==> config.mk <==
export PLATFORM = sky130hd
export DESIGN_NAME = radial_fade_gray_converter
export DESIGN_NICKNAME = d
export VERILOG_FILES = /design/src/rfg_pkg.sv /design/src/rfg_sqrt_cell.sv /design/src/rfg_div_cell.sv /design/src/radial_fade_gray_converter.sv
export SDC_FILE = /design/constraint.sdc
export NUM_CORES = 2
export LEC_CHECK = 0
export CORE_MARGIN = 8
export CORE_UTILIZATION = 30
export CTS_BUF_LIST = sky130_fd_sc_hd__clkbuf_8
export DETAILED_ROUTE_END_ITERATION = 6
export DONT_BUFFER_PORTS = 1
export GPL_TIMING_DRIVEN = 0
export SLEW_MARGIN = 20
export SYNTH_ARGS = -nofsm -noshare
export SYNTH_HDL_FRONTEND = slang
export SYNTH_SLANG_ARGS = --single-unit
==> constraint.sdc <==
create_clock -name clk -period 15.8 [get_ports clk]
set_input_delay 1.58 -clock clk [delete_from_list [all_inputs] [get_ports clk]]
set_output_delay 1.58 -clock clk [all_outputs]
set_load 0.02 [all_outputs]
==> src/rfg_pkg.sv <==
// ----------------------------------------------------------------------------
// rfg_pkg
// Shared widths, constants and cell payload types of the radial fade gray
// converter.
// ----------------------------------------------------------------------------
package rfg_pkg;

	// coordinate width; the d2, distance, radicand, remainder and dividend widths follow from it
	localparam int COORD_BITS = 12;
	localparam int D2_W       = 2 * COORD_BITS + 1;        // dx*dx + dy*dy
	localparam int ROOT_W     = COORD_BITS + 9;            // distance, 8 fraction bits
	localparam int RAD_W      = 2 * ROOT_W;                // radicand d2 << 16
	localparam int REM_W      = ROOT_W + 2;                // square root remainder
	localparam int NUM_W      = ROOT_W + 8;                // dividend dist << 8
	localparam int RADIUS_W   = 13;
	localparam int SUM_W      = 10;
	localparam int FAC_W      = 19;                        // unsigned Q3.16
	localparam int RATIO_W    = 20;
	localparam int PROD_W     = SUM_W + FAC_W;
	localparam int APB_AW     = 4;

	localparam logic [RATIO_W-1:0] RATIO_CLAMP = RATIO_W'(589824);
	localparam logic [FAC_W-1:0]   FAC_MAX     = FAC_W'(524287);
	localparam logic [RATIO_W:0]   Q16_ONE     = (RATIO_W+1)'(65536);
	localparam logic [16:0]        RECIP3      = 17'd43691;   // ceil(2^17 / 3)

	// register indexes on the configuration port
	typedef enum logic [1:0] {
		REG_CENTER_X = 2'd0,
		REG_CENTER_Y = 2'd1,
		REG_RADIUS   = 2'd2,
		REG_MODE     = 2'd3
	} reg_idx_t;

	// payload handed along the square root chain
	typedef struct packed {
		logic [RAD_W-1:0]  rad;
		logic [REM_W-1:0]  rem;
		logic [ROOT_W-1:0] root;
		logic [SUM_W-1:0]  sum;
	} sqrt_t;

	// payload handed along the divider chain
	typedef struct packed {
		logic [NUM_W-1:0]    nq;   // dividend bits shifting out, quotient shifting in
		logic [RADIUS_W-1:0] rem;
		logic [SUM_W-1:0]    sum;
	} div_t;

endpackage

==> src/rfg_sqrt_cell.sv <==
// ----------------------------------------------------------------------------
// rfg_sqrt_cell
// One digit of the restoring square root: takes two radicand bits, yields one
// root bit, and hands the result to the next cell.
// ----------------------------------------------------------------------------
module rfg_sqrt_cell (
	input  logic          clk,
	input  logic          arst_n,
	input  logic          in_valid,
	output logic          in_ready,
	input  rfg_pkg::sqrt_t in_data,
	output logic          out_valid,
	input  logic          out_ready,
	output rfg_pkg::sqrt_t out_data
);
	import rfg_pkg::*;

	logic [REM_W+1:0] rem2;
	logic [REM_W+1:0] trial;
	logic             fits;
	sqrt_t            nxt;
	logic             valid_q;
	sqrt_t            data_q;

	// bring down two bits and try the next root digit
	always_comb begin
		rem2  = {in_data.rem, in_data.rad[RAD_W-1 -: 2]};
		trial = (REM_W+2)'({in_data.root, 2'b01});
		fits  = (rem2 >= trial);
		nxt.rad  = {in_data.rad[RAD_W-3:0], 2'b00};
		nxt.rem  = fits ? REM_W'(rem2 - trial) : REM_W'(rem2);
		nxt.root = {in_data.root[ROOT_W-2:0], fits};
		nxt.sum  = in_data.sum;
	end

	assign in_ready = !valid_q || out_ready;

	// advance when the neighbour takes the held request or the cell is empty
	always_ff @(posedge clk or negedge arst_n) begin
		if (!arst_n) begin
			valid_q <= 1'b0;
		end else if (in_ready) begin
			valid_q <= in_valid;
		end
	end

	always_ff @(posedge clk) begin
		if (in_ready && in_valid) begin
			data_q <= nxt;
		end
	end

	assign out_valid = valid_q;
	assign out_data  = data_q;

endmodule

==> src/rfg_div_cell.sv <==
// ----------------------------------------------------------------------------
// rfg_div_cell
// One step of the restoring divider: brings down one dividend bit and yields
// one quotient bit.
// ----------------------------------------------------------------------------
module rfg_div_cell (
	input  logic                            clk,
	input  logic                            arst_n,
	input  logic [rfg_pkg::RADIUS_W-1:0]    divisor,
	input  logic                            in_valid,
	output logic                            in_ready,
	input  rfg_pkg::div_t                   in_data,
	output logic                            out_valid,
	input  logic                            out_ready,
	output rfg_pkg::div_t                   out_data
);
	import rfg_pkg::*;

	logic [RADIUS_W:0] rem2;
	logic              fits;
	div_t              nxt;
	logic              valid_q;
	div_t              data_q;

	// trial subtract of the divisor
	always_comb begin
		rem2 = {in_data.rem, in_data.nq[NUM_W-1]};
		fits = (rem2 >= {1'b0, divisor});
		nxt.rem = fits ? RADIUS_W'(rem2 - {1'b0, divisor}) : RADIUS_W'(rem2);
		nxt.nq  = {in_data.nq[NUM_W-2:0], fits};
		nxt.sum = in_data.sum;
	end

	assign in_ready = !valid_q || out_ready;

	always_ff @(posedge clk or negedge arst_n) begin
		if (!arst_n) begin
			valid_q <= 1'b0;
		end else if (in_ready) begin
			valid_q <= in_valid;
		end
	end

	always_ff @(posedge clk) begin
		if (in_ready && in_valid) begin
			data_q <= nxt;
		end
	end

	assign out_valid = valid_q;
	assign out_data  = data_q;

endmodule

==> src/radial_fade_gray_converter.sv <==
// ----------------------------------------------------------------------------
// radial_fade_gray_converter
// RGB to gray with a radial fade around a programmable centre.
// ----------------------------------------------------------------------------
// The block takes one pixel per clock while the output is not stalled and
// returns one gray value per pixel, in order. At 12-bit coordinates a pixel
// passes a front register holding the squared offsets, a row of 21 cells
// taking the square root one digit per cell, a row of 29 cells dividing by
// the radius one quotient bit per cell, and a product register and the output
// register that scale and saturate. Every cell holds its request while the
// next one is full, so a stall at the output backs up only as far as the
// pipeline is full. Registers may only be written while no pixel is in flight.
module radial_fade_gray_converter (
	input  logic                          clk,
	input  logic                          arst_n,
	input  logic                          psel,
	input  logic                          penable,
	input  logic                          pwrite,
	input  logic [rfg_pkg::APB_AW-1:0]    paddr,
	input  logic [31:0]                   pwdata,
	output logic [31:0]                   prdata,
	output logic                          pready,
	input  logic                          in_valid,
	output logic                          in_ready,
	input  logic [7:0]                    red,
	input  logic [7:0]                    green,
	input  logic [7:0]                    blue,
	input  logic [rfg_pkg::COORD_BITS-1:0] pixel_x,
	input  logic [rfg_pkg::COORD_BITS-1:0] pixel_y,
	output logic                          out_valid,
	input  logic                          out_ready,
	output logic [7:0]                    gray
);
	import rfg_pkg::*;

	logic [COORD_BITS-1:0] center_x_q, center_y_q;
	logic [RADIUS_W-1:0]   radius_q;
	logic                  mode_q;
	logic                  cfg_we;
	reg_idx_t              cfg_idx;
	logic [RADIUS_W-1:0]   divisor;

	// configuration registers
	assign pready  = 1'b1;
	assign cfg_we  = psel && penable && pwrite;
	assign cfg_idx = reg_idx_t'(paddr[APB_AW-1:2]);

	always_ff @(posedge clk or negedge arst_n) begin
		if (!arst_n) begin
			center_x_q <= '0;
			center_y_q <= '0;
			radius_q   <= RADIUS_W'(1);
			mode_q     <= 1'b1;
		end else if (cfg_we) begin
			unique case (cfg_idx)
				REG_CENTER_X: center_x_q <= pwdata[COORD_BITS-1:0];
				REG_CENTER_Y: center_y_q <= pwdata[COORD_BITS-1:0];
				REG_RADIUS:   radius_q   <= pwdata[RADIUS_W-1:0];
				REG_MODE:     mode_q     <= pwdata[0];
				default: ;
			endcase
		end
	end

	always_comb begin
		unique case (cfg_idx)
			REG_CENTER_X: prdata = 32'(center_x_q);
			REG_CENTER_Y: prdata = 32'(center_y_q);
			REG_RADIUS:   prdata = 32'(radius_q);
			REG_MODE:     prdata = 32'(mode_q);
			default:      prdata = '0;
		endcase
	end

	// a zero radius divides as one
	assign divisor = (radius_q == '0) ? RADIUS_W'(1) : radius_q;

	// ---- front stage: colour sum and squared distance ----
	logic [COORD_BITS:0]   dx, dy;
	logic [COORD_BITS-1:0] adx, ady;
	logic [D2_W-1:0]       d2;
	logic                  v_s1, rdy_s1;
	sqrt_t                 sq_s1;
	logic                  rdy_sq0;

	always_comb begin
		dx  = {1'b0, pixel_x} - {1'b0, center_x_q};
		dy  = {1'b0, pixel_y} - {1'b0, center_y_q};
		adx = dx[COORD_BITS] ? COORD_BITS'(-dx) : dx[COORD_BITS-1:0];
		ady = dy[COORD_BITS] ? COORD_BITS'(-dy) : dy[COORD_BITS-1:0];
		d2  = D2_W'(adx * adx) + D2_W'(ady * ady);
	end

	assign rdy_s1   = !v_s1 || rdy_sq0;
	assign in_ready = rdy_s1;

	always_ff @(posedge clk or negedge arst_n) begin
		if (!arst_n) begin
			v_s1 <= 1'b0;
		end else if (rdy_s1) begin
			v_s1 <= in_valid;
		end
	end

	always_ff @(posedge clk) begin
		if (rdy_s1 && in_valid) begin
			sq_s1.rad  <= RAD_W'({d2, 16'b0});
			sq_s1.rem  <= '0;
			sq_s1.root <= '0;
			sq_s1.sum  <= SUM_W'(red) + SUM_W'(green) + SUM_W'(blue);
		end
	end

	// ---- square root row ----
	logic  sq_v   [0:ROOT_W];
	logic  sq_rdy [0:ROOT_W];
	sqrt_t sq_d   [0:ROOT_W];

	assign sq_v[0] = v_s1;
	assign sq_d[0] = sq_s1;
	assign rdy_sq0 = sq_rdy[0];

	for (genvar i = 0; i < ROOT_W; i++) begin : g_sqrt
		rfg_sqrt_cell u_cell (
			.clk       (clk),
			.arst_n    (arst_n),
			.in_valid  (sq_v[i]),
			.in_ready  (sq_rdy[i]),
			.in_data   (sq_d[i]),
			.out_valid (sq_v[i+1]),
			.out_ready (sq_rdy[i+1]),
			.out_data  (sq_d[i+1])
		);
	end

	// ---- divider row ----
	logic dv_v   [0:NUM_W];
	logic dv_rdy [0:NUM_W];
	div_t dv_d   [0:NUM_W];

	assign dv_v[0]        = sq_v[ROOT_W];
	assign sq_rdy[ROOT_W] = dv_rdy[0];
	assign dv_d[0].nq     = {sq_d[ROOT_W].root, 8'b0};
	assign dv_d[0].rem    = '0;
	assign dv_d[0].sum    = sq_d[ROOT_W].sum;

	for (genvar j = 0; j < NUM_W; j++) begin : g_div
		rfg_div_cell u_cell (
			.clk       (clk),
			.arst_n    (arst_n),
			.divisor   (divisor),
			.in_valid  (dv_v[j]),
			.in_ready  (dv_rdy[j]),
			.in_data   (dv_d[j]),
			.out_valid (dv_v[j+1]),
			.out_ready (dv_rdy[j+1]),
			.out_data  (dv_d[j+1])
		);
	end

	// ---- fade factor and product ----
	logic [RATIO_W-1:0] ratio_c;
	logic [RATIO_W:0]   fac_s;
	logic [RATIO_W:0]   fac_a;
	logic [FAC_W-1:0]   fac;
	logic               v_s2, rdy_s2;
	logic [PROD_W-1:0]  prod_s2;
	logic               rdy_o;

	always_comb begin
		ratio_c = (dv_d[NUM_W].nq > NUM_W'(RATIO_CLAMP)) ? RATIO_CLAMP
			: dv_d[NUM_W].nq[RATIO_W-1:0];
		fac_s = Q16_ONE - {1'b0, ratio_c};
		if (fac_s[RATIO_W]) begin
			fac_a = mode_q ? (RATIO_W+1)'(-fac_s) : '0;
		end else begin
			fac_a = fac_s;
		end
		fac = (fac_a > (RATIO_W+1)'(FAC_MAX)) ? FAC_MAX : fac_a[FAC_W-1:0];
	end

	assign rdy_s2        = !v_s2 || rdy_o;
	assign dv_rdy[NUM_W] = rdy_s2;

	always_ff @(posedge clk or negedge arst_n) begin
		if (!arst_n) begin
			v_s2 <= 1'b0;
		end else if (rdy_s2) begin
			v_s2 <= dv_v[NUM_W];
		end
	end

	always_ff @(posedge clk) begin
		if (rdy_s2 && dv_v[NUM_W]) begin
			prod_s2 <= PROD_W'(dv_d[NUM_W].sum * fac);
		end
	end

	// ---- divide by three, saturate, output register ----
	logic [PROD_W-17:0] hi;
	logic [PROD_W:0]    q3_full;
	logic [PROD_W-17:0] q3;
	logic               out_valid_q;
	logic [7:0]         gray_q;

	always_comb begin
		hi      = prod_s2[PROD_W-1:16];
		q3_full = (PROD_W+1)'(hi * RECIP3);
		q3      = q3_full[PROD_W-17+17:17];
	end

	assign rdy_o = !out_valid_q || out_ready;

	always_ff @(posedge clk or negedge arst_n) begin
		if (!arst_n) begin
			out_valid_q <= 1'b0;
		end else if (rdy_o) begin
			out_valid_q <= v_s2;
		end
	end

	always_ff @(posedge clk) begin
		if (rdy_o && v_s2) begin
			gray_q <= (q3 > (PROD_W-16)'(255)) ? 8'hFF : q3[7:0];
		end
	end

	assign out_valid = out_valid_q;
	assign gray      = gray_q;

	// ---- assertions ----
	a_div_nonzero: assert property (@(posedge clk) disable iff (!arst_n)
		divisor != '0)
		else $error("divisor is zero");

	a_front_full: assert property (@(posedge clk) disable iff (!arst_n)
		!in_ready |-> v_s1)
		else $error("input stalled with empty front stage");

	a_mode_write: assert property (@(posedge clk) disable iff (!arst_n)
		(cfg_we && cfg_idx == REG_MODE) |=> mode_q == $past(pwdata[0]))
		else $error("fade mode write lost");

endmodule
# Yosys cells after proc, flatten, opt, wreduce, memory -nomap -nowiden
# Index checks and enable logic that the tools add are counted.
# word_totals
register_bits	2498
in_bits	91
out_inout_bits	43
wordCells	577
# classes
addsub	57
multipliers	4
order_cmp	53
eq_ne	3
n_mux	56
reduce_logical	167
# op_table
op	count
two-way mux 23 bit	19
>= comparator 14 x 13 -> 1 bit	28
two-way mux 13 bit	28
subtractor 13 bit	27
case mux 32 bit (4 select lines)	1
logical AND 1 bit	55
zero test 1 bit	53
logical OR 1 bit	53
multiplier 12 x 12 -> 24 bit	2
two-way mux 21 bit	2
> comparator 29 x 20 -> 1 bit, second input constant	1
multiplier 10 x 19 -> 29 bit	1
multiplier 13 x 16 -> 29 bit, second input constant	1
subtractor 12 x 12 -> 13 bit	2
adder 24 x 24 -> 25 bit	1
>= comparator 25 x 10 -> 1 bit	1
>= comparator 25 x 11 -> 1 bit	1
>= comparator 25 x 12 -> 1 bit	1
>= comparator 25 x 13 -> 1 bit	1
>= comparator 25 x 14 -> 1 bit	1
>= comparator 25 x 15 -> 1 bit	1
>= comparator 25 x 16 -> 1 bit	1
>= comparator 25 x 17 -> 1 bit	1
>= comparator 25 x 18 -> 1 bit	1
other kinds (50)	57

# Logic depth before layout (Yosys ltp)
# depth
word_depth	55
mapped_depth	46
mapped_depth_nobuf	42

# Modules after synthesis
# Synthesis repeated with hierarchy kept, for this count alone.
# unflattened
cells_unflattened	14580
area_unflattened_um2	192598.5
# by_module_without_submodules
module	instances	cells_each	area_each_um2	seq_area_each_um2
rfg_sqrt_cell (g_sqrt[0].u_cell ...)	17	350	4692.0	2847.7
rfg_div_cell (g_div[19].u_cell ...)	19	164	2456.1	1586.5
rfg_div_cell (g_div[0].u_cell ...)	10	164	2454.9	1586.5
radial_fade_gray_converter	1	2449	22900.7	2710.1
rfg_sqrt_cell (g_sqrt[7].u_cell ...)	3	365	4703.3	2847.7
rfg_sqrt_cell (g_sqrt[6].u_cell)	1	330	4609.4	2847.7

# Least setup slack after synthesis
# OpenSTA, ideal clock, no wires.
# synth_path
path_kind	input to register
from	input port pixel_x[0] (netlist bit)
to	register sq_s1, in the netlist sq_d[2110], data pin
setup_ns	0.260
arrival_ns	10.066
required_ns	15.540
path_slack_ns	5.475
stages	41
n_path_buf	1
path_cell_list	inv_1 ha_1 inv_1 fa_1 a21o_1 a21oi_1 o21ai_0 a21oi_1 o21ai_0 a21oi_1 o21ai_0 a21oi_1 o21bai_1 a21oi_1 nand2_1 xor2_1 clkbuf_1 nor2_1 [5 not listed] ha_1 fa_1 fa_1 fa_1 ha_1 a21o_1 a21oi_1 o21bai_1 a21oi_1 o21bai_1 a21o_1 a21oi_1 o211ai_1 nand3_1 a31oi_1 a21o_1 a21oi_1 xnor2_1
# synth_via
elab_chain_cells	5
# synth_rtl
item	line	source
from (decl)	radial_fade_gray_converter.sv:28	input logic [rfg_pkg::COORD_BITS-1:0] pixel_x,
subtractor 12 x 12 -> 13 bit (*)	radial_fade_gray_converter.sv:87	dx = {1'b0, pixel_x} - {1'b0, center_x_q};
negation 12 bit	radial_fade_gray_converter.sv:89	adx = dx[COORD_BITS] ? COORD_BITS'(-dx) : dx[COORD_BITS-1:0];
two-way mux 12 bit (*)	radial_fade_gray_converter.sv:89	
multiplier 12 x 12 -> 24 bit (*)	radial_fade_gray_converter.sv:91	d2 = D2_W'(adx * adx) + D2_W'(ady * ady);
adder 24 x 24 -> 25 bit (*)	radial_fade_gray_converter.sv:91	
net d2[24]	radial_fade_gray_converter.sv:81	logic [D2_W-1:0] d2;
to (decl)	radial_fade_gray_converter.sv:83	sqrt_t sq_s1;
# The timed path passes the listed nets; every way through them passes the cells marked *.
# A chain may end at the register's enable or synchronous reset.

# Worst setup path in the final report
# layout_path
from	register g_div[28].u_cell.data_q, in the netlist g_div[28].u_cell.out_data[32]
to	register prod_s2[26], data pin
# layout_via
elab_chain_cells	9
# layout_rtl
item	line	source
from (decl)	rfg_div_cell.sv:23	div_t data_q;
from (signal assigned)	rfg_div_cell.sv:46	data_q <= nxt;
> comparator 29 x 20 -> 1 bit	radial_fade_gray_converter.sv:171	ratio_c = (dv_d[NUM_W].nq > NUM_W'(RATIO_CLAMP)) ? RATIO_CLAMP
two-way mux 20 bit (*)	radial_fade_gray_converter.sv:171	
subtractor 17 x 20 -> 21 bit (*)	radial_fade_gray_converter.sv:173	fac_s = Q16_ONE - {1'b0, ratio_c};
negation 21 bit	radial_fade_gray_converter.sv:175	fac_a = mode_q ? (RATIO_W+1)'(-fac_s) : '0;
two-way mux 21 bit	radial_fade_gray_converter.sv:175	
two-way mux 21 bit (*)	radial_fade_gray_converter.sv:174	if (fac_s[RATIO_W]) begin
> comparator 21 x 19 -> 1 bit	radial_fade_gray_converter.sv:179	fac = (fac_a > (RATIO_W+1)'(FAC_MAX)) ? FAC_MAX : fac_a[FAC_W-1:0];
two-way mux 19 bit (*)	radial_fade_gray_converter.sv:179	
multiplier 10 x 19 -> 29 bit (*)	radial_fade_gray_converter.sv:195	prod_s2 <= PROD_W'(dv_d[NUM_W].sum * fac);
to (signal assigned)	radial_fade_gray_converter.sv:195	
to (decl)	radial_fade_gray_converter.sv:167	logic [PROD_W-1:0] prod_s2;
# Mark *: on every way between the ends. The rest lies on a longest branch, timed or not.

==> impl_summary.log <==
INFO  metric run_status = finished, final reports clean
INFO  metric nFillCells = 41,580
INFO  metric clk_path_buf_depth = 4
INFO  metric global_route.usage.total = 11.44%
INFO  metric synth-seq-area-share = 57.62%
INFO  metric initial_antenna_violation_count = 7
INFO  metric cpMostUsedCell = sky130_fd_sc_hd__a21o_1
INFO  metric grt_pass1_wl = 415,200 microns
INFO  metric cts-buffers-inserted = 401
INFO  metric design.die.area = 446,200 sq um
INFO  metric setup_total_negative_slack = 0 ns
INFO  metric maxSlewViolCount = 0
INFO  metric critical_path_arrival = 12.32 ns
INFO  metric clock_pin_slew_of_the_registers_on_the_worst_case_setup_and_hold_paths = 0.06 ns
INFO  metric synthesis.instances = 10,000
INFO  metric initial_utilization = 30.12%
INFO  metric critical_path.endpoint_type = register
INFO  metric place_congestion = 0.8352
INFO  metric io_buffer_count = 0
INFO  metric die_h = 668.0 microns
INFO  metric detailed_route_wire_length = 260,600 microns
INFO  metric complex_gate_fraction_of_the_synthesized_area = 8.879%
INFO  metric dr.first_iter.drc_count = 4,417
INFO  metric cts_tree = yes
INFO  metric cts-htree-levels = 5
INFO  metric setup_violations = 0
INFO  metric die_x_extent = 668.0 microns
INFO  metric route.vias.total = 75,220
INFO  metric synthXorXnorAreaFrac = 4.087%
INFO  metric drv.max_cap_violation_count = 0
INFO  metric combinational_family_with_the_most_area_after_synthesis = adder cells
INFO  metric drc = 0
INFO  metric wl_per_cell = 15.78 microns
INFO  metric critical_path.max_fanout = 10
INFO  metric syn_to_final_growth = 13.68%
INFO  metric tightestPinTransition = 1.127 ns
INFO  metric critical_path.top_delay_family = compound AO/OA/AOI/OAI gates
INFO  metric ios = 134
INFO  metric endpoint_required_time_on_the_critical_path = 16.51 ns
INFO  metric placementRows = 239
INFO  metric yosys.area_share.simple = 9.081%
INFO  metric synth-edff-count = 2,371
INFO  metric slowest_cell_delay_on_critical_path = 0.73 ns
INFO  metric final.min_clock_period = 11.61 ns
INFO  metric post_drt_via_cell_ratio = 4.556
INFO  metric worst-setup-path-type = register to register
INFO  metric synth_cell_type_count = 104
INFO  metric startpoint_type = register
INFO  metric worstSkewPairLatency = 1.13 ns
INFO  metric layout-drive-gt1-share = 8.494%
INFO  metric timing.final.hold_violations = 0
INFO  metric postRouteAntennaNets = 0
INFO  metric cts_root_buffer = sky130_fd_sc_hd__clkbuf_8
INFO  metric number_of_storage_elements_in_the_synthesis_netlist = 2,462
INFO  metric holdCritPathClass = primary input to asynchronous set/reset pin
INFO  metric clock-skew-final = 0.1731 ns
INFO  metric synthesis.area_per_instance = 12.75 sq um
INFO  metric worst_path_max_delay_cell = sky130_fd_sc_hd__a21boi_1
INFO  metric drt_pass1_iterations = 6
INFO  metric clock_sink_count = 2,462
INFO  metric grt.overflow.total = 0
INFO  metric async_flop_share = 3.696%
INFO  metric synth_flop_cell = sky130_fd_sc_hd__edfxtp_1
INFO  metric post-route-period-util = 73.46%
INFO  metric netlist_area = 127,500 sq um
INFO  metric synth_fa_ha_area_share = 15.31%
INFO  metric cts_resized = 0
INFO  metric yosys_warnings = 0
INFO  metric synth.area.mux_share = 1.144%
INFO  metric core_footprint = 423,400 sq um
INFO  metric slew-limit-headroom = 24.85%
INFO  metric hpwlAfterDp = 187,700 microns
INFO  metric grt_setup_unrepaired = false
INFO  metric grt_pass1_vias = 76,230
INFO  metric path_buf_inv = 5
INFO  metric fmax_achieved = 0.08616 GHz
INFO  metric layout.nets = 11,900
INFO  metric grt_max_degree = 92
-- cell usage after synthesis, types with 11 or more instances --
cell | count | area (sq um)
sky130_fd_sc_hd__xnor2_1 | 364 | 3188
sky130_fd_sc_hd__a211oi_1 | 45 | 337.8
sky130_fd_sc_hd__inv_1 | 1092 | 4099
sky130_fd_sc_hd__a31oi_1 | 20 | 125.1
sky130_fd_sc_hd__a221oi_1 | 24 | 210.2
sky130_fd_sc_hd__nand3b_1 | 11 | 82.58
sky130_fd_sc_hd__edfxtp_1 | 2371 | 71200
sky130_fd_sc_hd__xor2_1 | 231 | 2023
sky130_fd_sc_hd__a21boi_0 | 114 | 855.8
sky130_fd_sc_hd__o21a_1 | 74 | 555.5
sky130_fd_sc_hd__dfrtp_1 | 89 | 2227
sky130_fd_sc_hd__nand3_1 | 71 | 355.3
sky130_fd_sc_hd__nor3_1 | 139 | 695.7
sky130_fd_sc_hd__o31ai_1 | 119 | 893.4
sky130_fd_sc_hd__buf_4 | 20 | 150.1
sky130_fd_sc_hd__nand4_1 | 109 | 681.9
sky130_fd_sc_hd__or2_2 | 62 | 387.9
sky130_fd_sc_hd__nor2b_1 | 129 | 807.0
sky130_fd_sc_hd__nor4_1 | 50 | 312.8
sky130_fd_sc_hd__o21bai_1 | 69 | 518.0
sky130_fd_sc_hd__clkbuf_1 | 149 | 559.3
sky130_fd_sc_hd__mux2_2 | 74 | 833.3
sky130_fd_sc_hd__or4_1 | 30 | 225.2
sky130_fd_sc_hd__and2_1 | 123 | 769.5
sky130_fd_sc_hd__buf_2 | 11 | 55.05
sky130_fd_sc_hd__nor2_1 | 550 | 2064
sky130_fd_sc_hd__a21oi_1 | 450 | 2252
sky130_fd_sc_hd__a21o_1 | 164 | 1231
sky130_fd_sc_hd__fa_1 | 427 | 8548
sky130_fd_sc_hd__nand2_1 | 823 | 3089
sky130_fd_sc_hd__o21ai_0 | 604 | 3023
sky130_fd_sc_hd__mux2i_1 | 58 | 580.6
sky130_fd_sc_hd__and3_1 | 34 | 212.7
sky130_fd_sc_hd__a211o_1 | 11 | 96.34
sky130_fd_sc_hd__or3_1 | 47 | 294.0
sky130_fd_sc_hd__nand2b_1 | 162 | 1013
sky130_fd_sc_hd__ha_1 | 877 | 10970
sky130_fd_sc_hd__o211ai_1 | 14 | 105.1
-- cell usage in the layout (no fill, tap or decap), types with 21 or more instances in the layout --
cell,count
sky130_fd_sc_hd__buf_12,25
sky130_fd_sc_hd__clkinv_1,88
sky130_fd_sc_hd__conb_1,21
sky130_fd_sc_hd__edfxtp_1,2371
sky130_fd_sc_hd__a211oi_1,29
sky130_fd_sc_hd__and3_1,34
sky130_fd_sc_hd__or3_1,47
sky130_fd_sc_hd__or4_1,30
sky130_fd_sc_hd__clkbuf_1,147
sky130_fd_sc_hd__mux2_2,74
sky130_fd_sc_hd__a21o_1,164
sky130_fd_sc_hd__nor3_1,139
sky130_fd_sc_hd__nor2b_1,112
sky130_fd_sc_hd__inv_1,1201
sky130_fd_sc_hd__and2_1,106
sky130_fd_sc_hd__o21ai_0,604
sky130_fd_sc_hd__a21oi_1,449
sky130_fd_sc_hd__nand2_1,823
sky130_fd_sc_hd__nand3_1,71
sky130_fd_sc_hd__o21a_1,74
sky130_fd_sc_hd__o31ai_1,119
sky130_fd_sc_hd__fa_1,427
sky130_fd_sc_hd__or2_2,62
sky130_fd_sc_hd__a221oi_1,24
sky130_fd_sc_hd__ha_1,877
sky130_fd_sc_hd__nor2_1,549
sky130_fd_sc_hd__xor2_1,231
sky130_fd_sc_hd__clkinv_2,56
sky130_fd_sc_hd__nand2b_1,162
sky130_fd_sc_hd__buf_4,21
sky130_fd_sc_hd__buf_16,52
sky130_fd_sc_hd__nand4_1,109
sky130_fd_sc_hd__xnor2_1,363
sky130_fd_sc_hd__clkbuf_8,419
sky130_fd_sc_hd__mux2i_1,58
sky130_fd_sc_hd__a21boi_0,102
sky130_fd_sc_hd__nor4_1,48
sky130_fd_sc_hd__dfrtp_1,89
sky130_fd_sc_hd__o21bai_1,69
-- repair_timing --
action	in CTS	in global routing
hold buffers	1	0
endpoints found under the hold margin	1	0
setup buffers	0	0
endpoints found under the setup margin	0	0
-- flip-flops by register name, summed over array words and instances, names as in the netlist --
name	flops
mode_q	1
g_sqrt.u_cell.out_data	1016
g_div.u_cell.out_data	1299
out_valid	1
radius_q	13
v_s1	1
g_div.u_cell.out_valid	29
prod_s2	13
gray	8
center_y_q	12
sq_d	35
center_x_q	12
v_s2	1
g_sqrt.u_cell.out_valid	21
-- layer usage --
metal  global-route usage [%]  vias to the layer above  wire length (microns)
met5                        0                        -                     13
met4                    2.985                        2                   5734
met3                    1.961                      404                  12930
met2                    19.13                     1455                 121600
met1                    15.37                    36560                 120300
li1                         -                    36800                      -
-- cell type report --
cell class              instances  area [sq um]  share of cell area, %
flip-flops and latches       2462         73480                  50.69
inverters                    1094          4134                  2.852
multi-input cells            6275         49680                  34.27
clock inverters               318          1976                  1.363
plain buffers                 192         840.8                 0.5800
diodes                          3         7.507               0.005179
clock buffers                 419          5767                  3.978
well taps                    5663          7086                  4.888
repair buffers                 83          1993                  1.375
-- stage by stage --
stage / std cells / setup WS (ns) / area [sq um] / util [%] / hold slack, ns
3_5_place_dp: 15770 / 3.708 / 137100 / 32.39 / 0.4045
5_1_grt: 16510 / 3.580 / 145000 / 34.23 / 0.04743
2_1_floorplan: 10020 / 5.475 / 127600 / - / 0.4003
3_3_place_gp: 15690 / 3.757 / 134700 / 31.81 / 0.4001
4_1_cts: 16510 / 4.170 / 144900 / 34.22 / 0.001491
6_report: 16510 / 4.194 / 145000 / 34.24 / 0.1845
-- cell families after synthesis --
kind of cell	after synthesis
xor+xnor	595
compound gates	1818
mux	135
flops	2462
other cells	2
fa+ha+maj	1304
buf+inv	1286
simple gates	2402
-- path summary, 6_finish.rpt --
check | startpoint | end | slack [ns] | cells after the start
max | g_div[28].u_cell.out_data[32] | prod_s2[26] | 4.19 | 42
min | arst_n | g_sqrt[2].u_cell.out_valid | 0.18 | 0
max reg2reg | g_div[28].u_cell.out_data[32] | prod_s2[26] | 4.19 | 42
min reg2reg | g_sqrt[8].u_cell.out_data[91] | g_sqrt[9].u_cell.out_data[93] | 0.33 | 0
max in group asynchronous | arst_n | v_s1 | 15.00 | 1
min in group clk | g_sqrt[8].u_cell.out_data[91] | g_sqrt[9].u_cell.out_data[93] | 0.33 | 0
Power is not shown: default switching activity piles up to over one toggle a cycle in this logic, so the estimate is an artifact.
